==> config.mk <==
export PLATFORM = sky130hd
export DESIGN_NAME = lav_delay
export DESIGN_NICKNAME = d
export VERILOG_FILES = /design/src/sv/lav_delay.sv
export SDC_FILE = /design/constraint.sdc
export NUM_CORES = 1
export LEC_CHECK = 0
export BUFFER_PORTS_ARGS = -buffer_cell sky130_fd_sc_hd__buf_2
export CAP_MARGIN = 20
export CORE_MARGIN = 1.5
export CORE_UTILIZATION = 34
export CTS_BUF_LIST = sky130_fd_sc_hd__clkbuf_8 sky130_fd_sc_hd__clkbuf_16
export DETAILED_ROUTE_END_ITERATION = 8
export PLACE_DENSITY = 0.61
export RECOVER_POWER = 100
export SLEW_MARGIN = 10
export SYNTH_ARGS = -nofsm -noshare
export SYNTH_HDL_FRONTEND = slang
export SYNTH_SLANG_ARGS = --single-unit
==> constraint.sdc <==
create_clock -name clk -period 0.8 [get_ports clk]
set_input_delay 0.16 -clock clk [delete_from_list [all_inputs] [get_ports clk]]
set_output_delay 0.16 -clock clk [all_outputs]
set_load 0.02 [all_outputs]
==> src/sv/lav_delay.sv <==
// ----------------------------------------------------------------------------
// lav_delay
// Shift line that keeps payload aligned with the pipeline; advances on en.
// ----------------------------------------------------------------------------
module lav_delay #(
  parameter int WIDTH = 32,
  parameter int DEPTH = 2
) (
  input  logic             clk,
  input  logic             en,
  input  logic [WIDTH-1:0] d,
  output logic [WIDTH-1:0] q
);

  logic [WIDTH-1:0] taps [DEPTH];

  // shift one tap per advancing cycle
  always_ff @(posedge clk) begin
    if (en) begin
      taps[0] <= d;
      for (int k = 1; k < DEPTH; k++) begin
        taps[k] <= taps[k-1];
      end
    end
  end

  assign q = taps[DEPTH-1];

endmodule

# After elaboration in Yosys (flattened, before gate mapping)
# Memory sizes are Yosys's and may differ from the RTL's.
# Cells that the tools add are included.
# word_totals
ram_bits	64
register_bits	0
mem_count	1
elab_cells	3
# mem_list
name	words	word_bits	rd	rd_clocked_by_memory_dff	write_ports	line	rtl
taps	2	32	2	0	2	15	logic [WIDTH-1:0] taps [DEPTH];
# classes
mux	2
# op_table
op	n
$mux W1	2

# Depth between registers and ports, before layout
# logic_depth
ltp_word	2
mapped_depth	1
ltp_nobuf	0

# Worst setup path before layout
# OpenSTA, ideal clock, no wires.
# synth_path
path_type	reg-to-output
start	memory taps[1][0], in the netlist taps[0][32]
end	output q[0]
t_arrival_ns	0.490
path_buffers	1
path_stages_with_launch	2
path_slack_ns	0.150
cell_sequence	edfxtp_1 > buf_4
# synth_lines
item	line	rtl
start, declared	15	
end, declared	12	output logic [WIDTH-1:0] q

==> results.cfg <==
[routing]
wl_um = 3359
postRouteAntennaNets = 0
dr_total_vias = 1000
drcViolationCount = 0
drt-initial-drc-count = 72
route.detailed.vias_per_inst = 3.984
drt_first_pass_iters = 4
detail_route.wl_per_cell_um = 13.38

[sta]
worst_pin_slew_ps = 408.7
relSlewSlack_pct = 72.76
finClkSkew_ps = 5.714
setup-violations-final = 32
rsz0062_at_grt = yes
min_period_over_period_pct = 129.0
report.final.hold_viol_count = 0
clock.fmax_mhz = 968.7
setup_slack_ps = -232.3
layout_min_cycle_time_ps = 1032
timing.final.max_slew_violations = 0

[placed_design]
port_buffers = 65
post-dp-hpwl_um = 1939
globalplace.congestion = 0.6608
post_dp_cell_area_um2 = 2389

[synth]
mappedNetlistArea_um2 = 2162
ys.warnings.count = 0
post_synth_inst_count = 96
synth-seq-cells = 64
synth_sequential_area_ratio_pct = 88.89
synth.lib_cells_used.distinct = 2
syn_area_per_cell_um2 = 22.52
synth.net_count = 130

[finish]
proportion_of_layout_cells_with_a_drive_suffix_above_1_pct = 44.89
largest_register_ff_count = 64
largest-register = taps
syn2layout_area_growth_pct = 35.88
multiInputGateArea_um2 = 0
fin_area_um2 = 2938
antenna_cells = 0
design.final.nets = 205
layout.comb_gates.multi_input = 0
reg_top3 = taps x64
filler_cell_count = 510

[pwr]
peakVddDrop_v = 0.001316
sw_frac_of_total_pct = 21.42
clockPowerShare_pct = 31.8
post-layout-total-power_w = 0.006812
comb_power_share_pct = 8.6
power.leakage_nw = 1.148
cellInternalPower_w = 0.005353
total_switching_power_w = 0.001459
power_density_nw_per_um2 = 2319
seqPwrFrac_pct = 59.5

[floorplan]
io_count = 66
num_rows = 28
floorplan.initialDensity_pct = 35.88
die-width_um = 82.75
fp.dieArea_um2 = 6847
chipHeight_um = 82.75
placeableCoreArea_um2 = 6026

[cts]
number_of_buffers_inserted_to_repair_setup_after_cts = 0
clk-insertion-delay-late_ps = 330
numCtsBuffers = 9
clock_tree.buffer_depth = 2
htree_levels = 3
ctsRootBufferMaster = sky130_fd_sc_hd__clkbuf_8
clk_pin_slew_worst_paths_ps = 60
cts.sinks = 64
cts_tree = yes

[min_path]
holdCritPathClass = input pin to register

[critical_path]
crit_path_start_kind = register
timing.critical_path.cells = buf_6
critical_path.max_fanout = 1
critical_path.n_buffers_inverters = 1
critical_path_class = register to output pin
critical_path.slowest_cell = sky130_fd_sc_hd__edfxtp_1
critical-path-max-stage-delay_ps = 400
worstPathRequired_ps = 640
timing.critical_path.max_delay_family = flip-flops
endpoint_kind = output pin
timing.critical_path.arrival_ps = 870

[global_routing]
grt_usage_pct = 9.903
grt_first_pass_wirelength_um = 4505
grt_max_degree = 32
overflow = 0
initial_antenna_violation_count = 0
vias_in_the_first_global_route = 969

[flow_run]
cap_violations = 0

[run_status]
outcome = finished with violations
failed_checks = negative setup slack
==> metrics by stage <==
step	util, %	hold slack [ps]	setup WS, ps	setup TNS [ps]	instances
2_1_floorplan	-	258.9	149.6	0	96
6_report	48.75	13.80	-232.3	-6794	251
3_5_place_dp	39.64	338.1	-47.96	-2523	207
4_1_cts	46.97	0.2908	-250.1	-7301	246
3_3_place_gp	39.64	336.9	-27.24	-1388	207
5_1_grt	48.75	1.504	-275.7	-8174	251
==> power groups by stage <==
stage	Combinational (W)	Sequential, W	Clock [W]
finish	0.000587	0.00406	0.00217
global route	0.000621	0.00408	0.00239
CTS	0.000540	0.00404	0.00221
detailed placement	0.000418	0.00411	0
global placement	0.000405	0.00410	0
floorplan	0.000289	0.00409	0
==> layout by cell type, fill, tap and decap left out <==
cell type,instances
sky130_fd_sc_hd__edfxtp_1,64
sky130_fd_sc_hd__buf_2,41
sky130_fd_sc_hd__dlygate4sd3_1,28
sky130_fd_sc_hd__buf_6,23
sky130_fd_sc_hd__clkbuf_8,9
sky130_fd_sc_hd__clkinv_2,4
sky130_fd_sc_hd__inv_1,2
sky130_fd_sc_hd__clkbuf_1,2
sky130_fd_sc_hd__clkbuf_4,2
sky130_fd_sc_hd__clkinv_1,1
==> cells by family (layout without fill, tap and decap cells) <==
logic type,Yosys count,after routing,share of synthesized area (%)
flip-flops,64,64,88.89
buffers and inverters,32,112,11.11
==> metal layers <==
| layer | vias up | part of all wire, % | track usage (%) |
|---|---|---|---|
| met5 | - | 0 | 0 |
| met4 | 0 | 1.8 | 7.500 |
| met3 | 7 | 9.2 | 6.264 |
| met2 | 46 | 53 | 14.39 |
| met1 | 473 | 36 | 10.21 |
| li1 | 474 | - | - |
==> what timing repair did <==
action                     4_1_cts  5_1_grt
resized for setup               18       28
hold endpoints to repair        23        5
hold buffers                    23        5
setup endpoints to repair       32       32
==> synthesized netlist by cell type, drive strengths merged <==
library cell	instances	area [um2]
buf	32	240.2
edfxtp	64	1922
==> final cells by class <==
class	count	area [um2]	area share (%)
clock inverters	7	31.28	1.065
clock buffers	9	123.9	4.216
repair buffers	96	767.0	26.11
flip-flops and latches	64	1922	65.42
well taps	75	93.84	3.194
==> worst paths after layout <==
| path | startpoint | endpoint | slack [ps] | cells after the start |
|---|---|---|---|---|
| setup reg to reg | taps[0][10] | taps[0][42] | 160 | 0 |
| hold / removal | d[17] | taps[0][17] | 10 | 1 |
| hold reg to reg | taps[0][8] | taps[0][40] | 410 | 0 |
| setup / recovery | taps[0][33] | q[1] | -230 | 1 |
Power figures use the tool's default switching activity.
